File: src/rtl/pwt_pkg.sv
// Shared types and constants of the four-level page-table walker.
// Used by the channel interfaces, the controller and the datapath.
package pwt_pkg;

  localparam int VA_W    = 48;
  localparam int PA_W    = 52;
  localparam int WORD_W  = 64;
  localparam int WIDX_W  = 12;
  localparam int LIDX_W  = 9;

  localparam int HUGE_BIT    = 7;
  localparam int PRESENT_BIT = 0;

  localparam logic KIND_WRITE = 1'b0;
  localparam logic KIND_XLATE = 1'b1;

  typedef enum logic [1:0] {
    LVL_4,
    LVL_3,
    LVL_2,
    LVL_1
  } pwt_lvl_t;

  typedef enum logic [1:0] {
    OUT_ZERO,
    OUT_HUGE,
    OUT_PAGE
  } pwt_out_sel_t;

  // controller -> datapath
  typedef struct packed {
    logic         wr;
    logic         rd;
    pwt_lvl_t     lvl;
    logic         load_va;
    logic         out_load;
    pwt_out_sel_t sel;
  } pwt_cmd_t;

  // datapath -> controller, decoded from the last entry read
  typedef struct packed {
    logic addr_zero;
    logic huge;
    logic present;
  } pwt_status_t;

endpackage

File: src/rtl/pwt_ctrl.sv
// Walk sequencer: accepts items, steps through the four table levels and
// owns the response valid flag. Depends on pwt_pkg.
module pwt_ctrl import pwt_pkg::*; (
  input  logic        clk,
  input  logic        rst,
  input  logic        in_valid,
  input  logic        in_kind,
  output logic        in_ready,
  input  logic        out_ready,
  output logic        out_valid,
  input  pwt_status_t status,
  output pwt_cmd_t    cmd
);

  typedef enum logic [2:0] {
    S_IDLE,
    S_L4,
    S_L3,
    S_L2,
    S_L1
  } state_t;

  state_t state;
  state_t state_next;
  logic   out_free;
  logic   accept;

  assign out_free = !out_valid || out_ready;
  assign in_ready = (state == S_IDLE) && out_free;
  assign accept   = in_valid && in_ready;

  always_comb begin
    cmd        = '0;
    cmd.lvl    = LVL_4;
    cmd.sel    = OUT_ZERO;
    state_next = state;
    case (state)
      S_IDLE: begin
        if (accept) begin
          if (in_kind == KIND_WRITE) begin
            cmd.wr       = 1'b1;
            cmd.out_load = 1'b1;
          end else begin
            cmd.rd      = 1'b1;
            cmd.lvl     = LVL_4;
            cmd.load_va = 1'b1;
            state_next  = S_L4;
          end
        end
      end
      S_L4: begin
        if (status.addr_zero) begin
          if (out_free) begin
            cmd.out_load = 1'b1;
            state_next   = S_IDLE;
          end
        end else begin
          cmd.rd     = 1'b1;
          cmd.lvl    = LVL_3;
          state_next = S_L3;
        end
      end
      S_L3: begin
        if (status.addr_zero) begin
          if (out_free) begin
            cmd.out_load = 1'b1;
            state_next   = S_IDLE;
          end
        end else begin
          cmd.rd     = 1'b1;
          cmd.lvl    = LVL_2;
          state_next = S_L2;
        end
      end
      S_L2: begin
        if (status.huge || status.addr_zero) begin
          cmd.sel = status.huge ? OUT_HUGE : OUT_ZERO;
          if (out_free) begin
            cmd.out_load = 1'b1;
            state_next   = S_IDLE;
          end
        end else begin
          cmd.rd     = 1'b1;
          cmd.lvl    = LVL_1;
          state_next = S_L1;
        end
      end
      S_L1: begin
        cmd.sel = status.present ? OUT_PAGE : OUT_ZERO;
        if (out_free) begin
          cmd.out_load = 1'b1;
          state_next   = S_IDLE;
        end
      end
      default: begin
        state_next = S_IDLE;
      end
    endcase
  end

  always_ff @(posedge clk) begin
    if (rst) begin
      state     <= S_IDLE;
      out_valid <= 1'b0;
    end else begin
      state <= state_next;
      if (cmd.out_load) begin
        out_valid <= 1'b1;
      end else if (out_ready) begin
        out_valid <= 1'b0;
      end
    end
  end

endmodule

File: config.mk
export PLATFORM = sky130hd
export DESIGN_NAME = pwt_ctrl
export DESIGN_NICKNAME = d
export VERILOG_FILES = /design/src/rtl/pwt_pkg.sv /design/src/rtl/pwt_ctrl.sv
export SDC_FILE = /design/constraint.sdc
export NUM_CORES = 1
export LEC_CHECK = 0
export ABC_AREA = 1
export BUFFER_PORTS_ARGS = -buffer_cell sky130_fd_sc_hd__buf_2
export CAP_MARGIN = 20
export CORE_UTILIZATION = 30
export DETAILED_ROUTE_END_ITERATION = 6
export PLACE_DENSITY = 0.51
export REMOVE_ABC_BUFFERS = 1
export SYNTH_ARGS = -nofsm -noshare
export SYNTH_HDL_FRONTEND = slang
export SYNTH_SLANG_ARGS = --single-unit
File: constraint.sdc
create_clock -name clk -period 1.5 [get_ports clk]
set_input_delay 0.3 -clock clk [delete_from_list [all_inputs] [get_ports clk]]
set_output_delay 0.3 -clock clk [all_outputs]
set_load 0.01 [all_outputs]
==> qor.yml, run 1 <==
hold_path:
  hold_path_class: "in2reg"
  hp-start: "rst"
  worstHoldPathCells: 2
  whs_endpoint: "state[1]"
synthesis:
  yosysMostFrequentCell: "nand2_1"
  yosysTopAreaCell: "dfxtp_1"
  synth_area_per_cell_um2: 6.256
  synthCells: 63
  synthesis.area_um2: 394.1
  ys_types: 18
  synth_warnings: 0
  synth_seq_area_share_pct: 20.32
  synth_edf_count: 0
  ys.flop_type: "dfxtp_1"
  synthArstFlopShare_pct: 0
  synth_commonest_cells: "nand2_1, inv_1, nor2_1, dfxtp_1, nand4_1"
  synth_seq_cells: 4
  synth_top_area_share_pct: 20.32
  synth_area_leaders: "dfxtp_1, nand2_1, inv_1, nor2_1, nor2_4"
global_route:
  grt_pass1_vias: 377
  antenna_found_initial: 0
  grt-ovfl-total: 0
  track_usage_pct: 14.49
  grt_max_degree: 9
  grt_pass1_wl_mm: 1.455
place:
  dpl.hpwl_um: 684.4
  port_buffers: 17
  postPlaceCellArea_um2: 493.0
  gp_congestion: 0.7984
detailed_routing:
  vias_per_cell: 4.534
  vias: 467
  drt_pass1_iterations: 4
  drt_iter0_drc: 12
  drc: 0
  drt.antenna.violating_nets: 0
  drt-total-wl_um: 916
  routedWlPerCell_um: 8.893
setup_path:
  r2r_start: "state[1]"
  cp_max_fo: 7
  crit_type: "reg2out"
  r2r_slack_ns: 0.32
  cp-startpoint: "state[1]"
  crit_path_start_kind: "flip-flop"
  worstPathRequired_ns: 1.20
  reg2reg_depth: 8
  end_kind: "output port"
  timing.rr.end: "state[0]"
  cp.arrival_ns: 1.23
floorplan:
  rows: 12
  dieArea_um2: 1463
  die_width_um: 38.25
  initial_core_util_pct: 34.09
  coreArea_um2: 1156
  design.portCount: 18
  die_h_um: 38.25
pwr:
  switching_share_pct: 34.80
  power_frac_comb_pct: 41.1
  pwr-share-clk_pct: 29.0
  switching_power_mw: 0.1558
  p_int_mw: 0.2919
  powerDensity_nw_per_um2: 753.3
  peakVddDrop_mv: 0.5886
  p_leak_nw: 0.3395
  p_seq_share_pct: 29.9
run_status:
  status: "finished with violations"
  violations: "setup timing"
clocking:
  cts_made_buffers: 3
  clockBufferDepth: 2
  cts-root-buf: "clkbuf_4"
  path_clk_slew_ns: 0.04
  cts_tree: "yes"
  numClockSinks: 4
  insertion_delay_ns: 0.23
  htreeDepth: 1
cells_and_area:
  areaGrowthSynthToFinish_pct: 50.79
  layout.nets: 99
  fin_area_um2: 594.3
  fillers: 119
  drive_gt1_share_pct: 51.69
  diodes: 0
sta:
  worst_slack_ns: -0.03092
  rsz0062_at_grt: "yes"
  finalHoldWorstSlack_ns: 0.2588
  worstMarginPinSlew_ns: 0.2336
  setup-violations-final: 3
  finalHoldViolations: 0
  relSlewSlack_pct: 84.37
  timing.final.crit_share_pct: 102.1
  finalClockSkew_ns: 0.003186
  tns_ns: -0.06261
  fmax_mhz: 653.2
  slew_viol_final: 0
  fin_crit_ns: 1.531
flow_run:
  maxCapViolations: 0
sequential cells by signal, indices dropped and copies added (netlist names):
| name | flops |
|---|---|
| state | 3 |
| out_valid | 1 |
metrics by stage:
step / util (%) / power [mW] / setup slack [ns] / instances
floorplan: - / 0.2358 / 0.2728 / 62
global placement: 42.64 / 0.2900 / 0.03994 / 94
detailed placement: 42.64 / 0.2889 / 0.06699 / 94
CTS: 49.89 / 0.4506 / -0.03335 / 101
global route: 51.41 / 0.4856 / -0.1302 / 103
finish: 51.41 / 0.4477 / -0.03092 / 103
worst max path at each step:
stage,cells past startpoint,slack [ns],end
after floorplan,5,0.27,cmd[2]
after global routing,6,-0.13,cmd[6]
after CTS,6,-0.03,cmd[6]
after global placement,8,0.04,cmd[2]
after detailed placement,8,0.07,cmd[2]
final,6,-0.03,cmd[6]
cells by family (layout without fill, tap and decap cells):
group	after synthesis	after routing	synth area share, %
buffers and inverters	14	40	15.24
and+or+nand+nor	42	42	60.63
AOI/OAI and AO/OA	3	3	3.808
DFF	4	4	20.32
power groups by stage:
stage / clock [mW] / sequential (mW) / combinational [mW]
after detailed placement: 0 / 0.132 / 0.157
after global routing: 0.144 / 0.135 / 0.206
final: 0.130 / 0.134 / 0.184
after CTS: 0.138 / 0.134 / 0.179
after floorplan: 0 / 0.131 / 0.105
after global placement: 0 / 0.133 / 0.157
area by class of cell:
class                           instances  area [um^2]  area share [%]
Inverter                               13        51.30           8.632
Sequential cell                         4        88.84           14.95
Timing Repair Buffer                   24        137.6           23.16
Clock buffer                            3        22.52           3.789
Tap cell                               14        17.52           2.947
Multi-Input combinational cell         45        276.5           46.53
per-layer routing:
layer,routed length (um),vias up,part of all wire [%],global-route usage (%)
met5,0,-,0,0
met4,0,0,0,0
met3,79,0,8.6,6.977
met2,440,22,48,23.31
met1,396,193,43,18.51
li1,-,252,-,-
cell usage in the layout, fill, tap and decap left out:
cell	synthesis	routed
clkbuf_4	0	3
nand2_4	1	1
nor2_4	3	5
dfxtp_2	0	1
inv_1	12	12
buf_2	0	17
o21ai_0	1	1
dfxtp_1	4	1
nor2_1	9	7
nand2_2	2	3
nand2_1	14	13
and3_2	1	1
inv_4	0	1
nor3_2	0	1
dfxtp_4	0	2
buf_4	0	7
nor3_4	1	1
a21oi_1	2	2
nand3_2	2	2
nand3_1	3	3
nor2_2	1	1
nand4_1	4	4
what timing repair did:
action,in CTS,in global routing
endpoints found under the setup margin,6,5
pin swaps,4,3
resized for setup,11,1
buffers inserted,4,2
hold buffers,0,0
worst max-delay path, stage by stage, from the launching register on:
cell and delay (ns):
dfxtp_4 0.37, nor2_4 0.15, nand2_4 0.09, nor3_4 0.12, nand2_2 0.08, nand4_1 0.06
buf_2 0.13
(Power assumes the default switching activity.)
==> inputs of run 2 (changes only) <==
--- a/config.mk
+++ b/config.mk
@@ -8,8 +8,10 @@
 export ABC_AREA = 1
 export BUFFER_PORTS_ARGS = -buffer_cell sky130_fd_sc_hd__buf_2
 export CAP_MARGIN = 20
-export CORE_UTILIZATION = 30
+export CORE_AREA = 2 2 39 41
+export CTS_BUF_LIST = sky130_fd_sc_hd__clkbuf_16
 export DETAILED_ROUTE_END_ITERATION = 6
+export DIE_AREA = 0 0 41 43
 export PLACE_DENSITY = 0.51
 export REMOVE_ABC_BUFFERS = 1
 export SYNTH_ARGS = -nofsm -noshare
==> qor.yml, run 2 (synthesized netlist as in run 1, its figures left out) <==
setup_path:
  max_stage_delay_ns: 0.42  # +0.05 ns
  cpMostUsedCell: "buf_4"
  path_buf_inv: 3  # +2
  cp.arrival_ns: 1.23  # about the same
  r2r_start: "state[2]"
  crit_type: "reg2out"
  path_delay_family: "flip-flops"
  worstPathRequired_ns: 1.20  # about the same
  crit_path_start_kind: "flip-flop"
  end_kind: "output port"
  cp_max_fo: 8  # +1
  crit_path_cell_trace: "nor2_4, buf_4, buf_4, and3_2, buf_6"
  critPathSlowestCell: "dfxtp_4"
  cp-startpoint: "state[0]"
clocking:
  insertion_delay_ns: 0.22  # about the same
  htreeDepth: 1  # unchanged
  cts-root-buf: "clkbuf_16"
  cts_made_buffers: 3  # unchanged
  path_clk_slew_ns: 0.03  # about the same
  numClockSinks: 4  # unchanged
  cts_tree: "yes"
  clockBufferDepth: 2  # unchanged
sta:
  tns_ns: -0.07886  # -0.01625 ns
  setup-violations-final: 3  # unchanged
  relSlewSlack_pct: 83.88  # -0.48 points
  timing.final.crit_share_pct: 102.3  # +0.20 points
  worstMarginPinSlew_ns: 0.2412  # +0.007559 ns
  fmax_mhz: 651.9  # -0.20%
  finalHoldWorstSlack_ns: 0.2855  # +0.02676 ns
  rsz0062_at_grt: "yes"
  worst_slack_ns: -0.03399  # -0.003071 ns
  finalHoldViolations: 0  # unchanged
  finalClockSkew_ns: 0.004567  # +0.001381 ns
  fin_crit_ns: 1.534  # +0.003070 ns
  slew_viol_final: 0  # unchanged
flow_run:
  maxCapViolations: 0  # unchanged
cells_and_area:
  layout_commonest_cell: "buf_2"
  regMostFlops: "state"
  diodes: 0  # unchanged
  drive_gt1_share_pct: 52.22  # +0.54 points
  areaGrowthSynthToFinish_pct: 69.84
  mostFrequentLayoutCells: "buf_2, nand2_1, inv_1"
  largest_reg_flops: 3  # unchanged
  largestRegisters: "state (3), out_valid (1)"
  layout.nets: 100  # +1.0%
global_route:
  grt_pass1_wl_mm: 1.504  # +3.4%
  antenna_found_initial: 0  # unchanged
  track_usage_pct: 12.35  # -2.1 points
  grt_max_degree: 9  # unchanged
  grt_pass1_vias: 370  # -1.9%
  grt-ovfl-total: 0  # unchanged
run_status:
  status: "finished with violations"
  violations: "setup timing"
floorplan:
  design.portCount: 18  # unchanged
  coreArea_um2: 1384  # +20%
  die_h_um: 43  # +12%
  die_width_um: 41  # +7.2%
  dieArea_um2: 1763  # +21%
  rows: 14  # +2
  initial_core_util_pct: 28.48  # -5.6 points
detailed_routing:
  routedWlPerCell_um: 10.14  # +14%
  vias: 478  # +2.4%
  vias_per_cell: 4.509  # -0.54%
  drt_pass1_iterations: 4  # unchanged
  drc: 0  # unchanged
  drt.antenna.violating_nets: 0  # unchanged
  drt_iter0_drc: 6  # -6
  drt-total-wl_mm: 1.075  # +17%
hold_path:
  hp-start: "rst"
  hold_path_class: "in2reg"
pwr:
  powerDensity_nw_per_um2: 1103  # +46%
  p_leak_nw: 0.3686  # +8.6%
  peakVddDrop_mv: 0.7590  # +29%
place:
  dpl.hpwl_um: 682.4  # -0.29%
  port_buffers: 17  # unchanged
  gp_congestion: 0.7498  # -6.1%
  dp_slack_ns: 0.08946  # +0.02248 ns
## run 2: cell type report
cell class | count | area [um^2]
Timing Repair Buffer | 25 | 151.4
Inverter | 13 | 51.30
Clock buffer | 3 | 75.07
Tap cell | 16 | 20.02
Sequential cell | 4 | 88.84
Multi-Input combinational cell | 45 | 282.8
Fill cell | 147 | 714.4
## run 2: worst register-to-register path, stage by stage (launching register included)
cell and delay (ns):
dfxtp_2 0.37, inv_4 0.08, nand3_2 0.09, nor2_4 0.05, buf_4 0.13, buf_4 0.12
buf_4 0.12, nand2_1 0.07, nand3_1 0.07, nor2_1 0.09, nor2_1 0.05
## run 2: layer usage
layer | track usage [%] | vias to the layer above | share of wire [%]
met4 | 2.000 | 0 | 0
met1 | 16.72 | 213 | 40
met5 | 0 | - | 0
li1 | - | 255 | -
met3 | 4.712 | 0 | 4.9
met2 | 18.44 | 10 | 55
## run 2: metrics by stage
step	area (um^2)	util, %	power, mW	std cells
after floorplan	382.9	-	0.2358	62
after global placement	488.0	35.26	0.2882	95
after detailed placement	488.0	35.26	0.2874	95
after CTS	626.9	45.30	0.7199	104
after global routing	669.4	48.37	0.7723	106
final	669.4	48.37	0.7387	106
## run 2: where the power goes
part,internal (mW),total (mW),switching [mW]
logic,0.0906,0.194,0.103
clock network,0.340,0.409,0.0688
registers,0.116,0.136,0.0197
total,0.547,0.739,0.192
## run 2: final timing paths
| kind | endpoint | slack [ns] | depth (start not counted) |
|---|---|---|---|
| max | cmd[1] | -0.03 | 5 |
| min | state[2] | 0.29 | 2 |
| max reg2reg | state[0] | 0.15 | 10 |
| min reg2reg | state[2] | 0.60 | 3 |
## run 2: what timing repair did
action                     CTS  global route
hold buffers                 0             0
gates resized for setup      8             6
setup buffers                6             2
pin swaps                    3             2
setup endpoints to repair    6             4
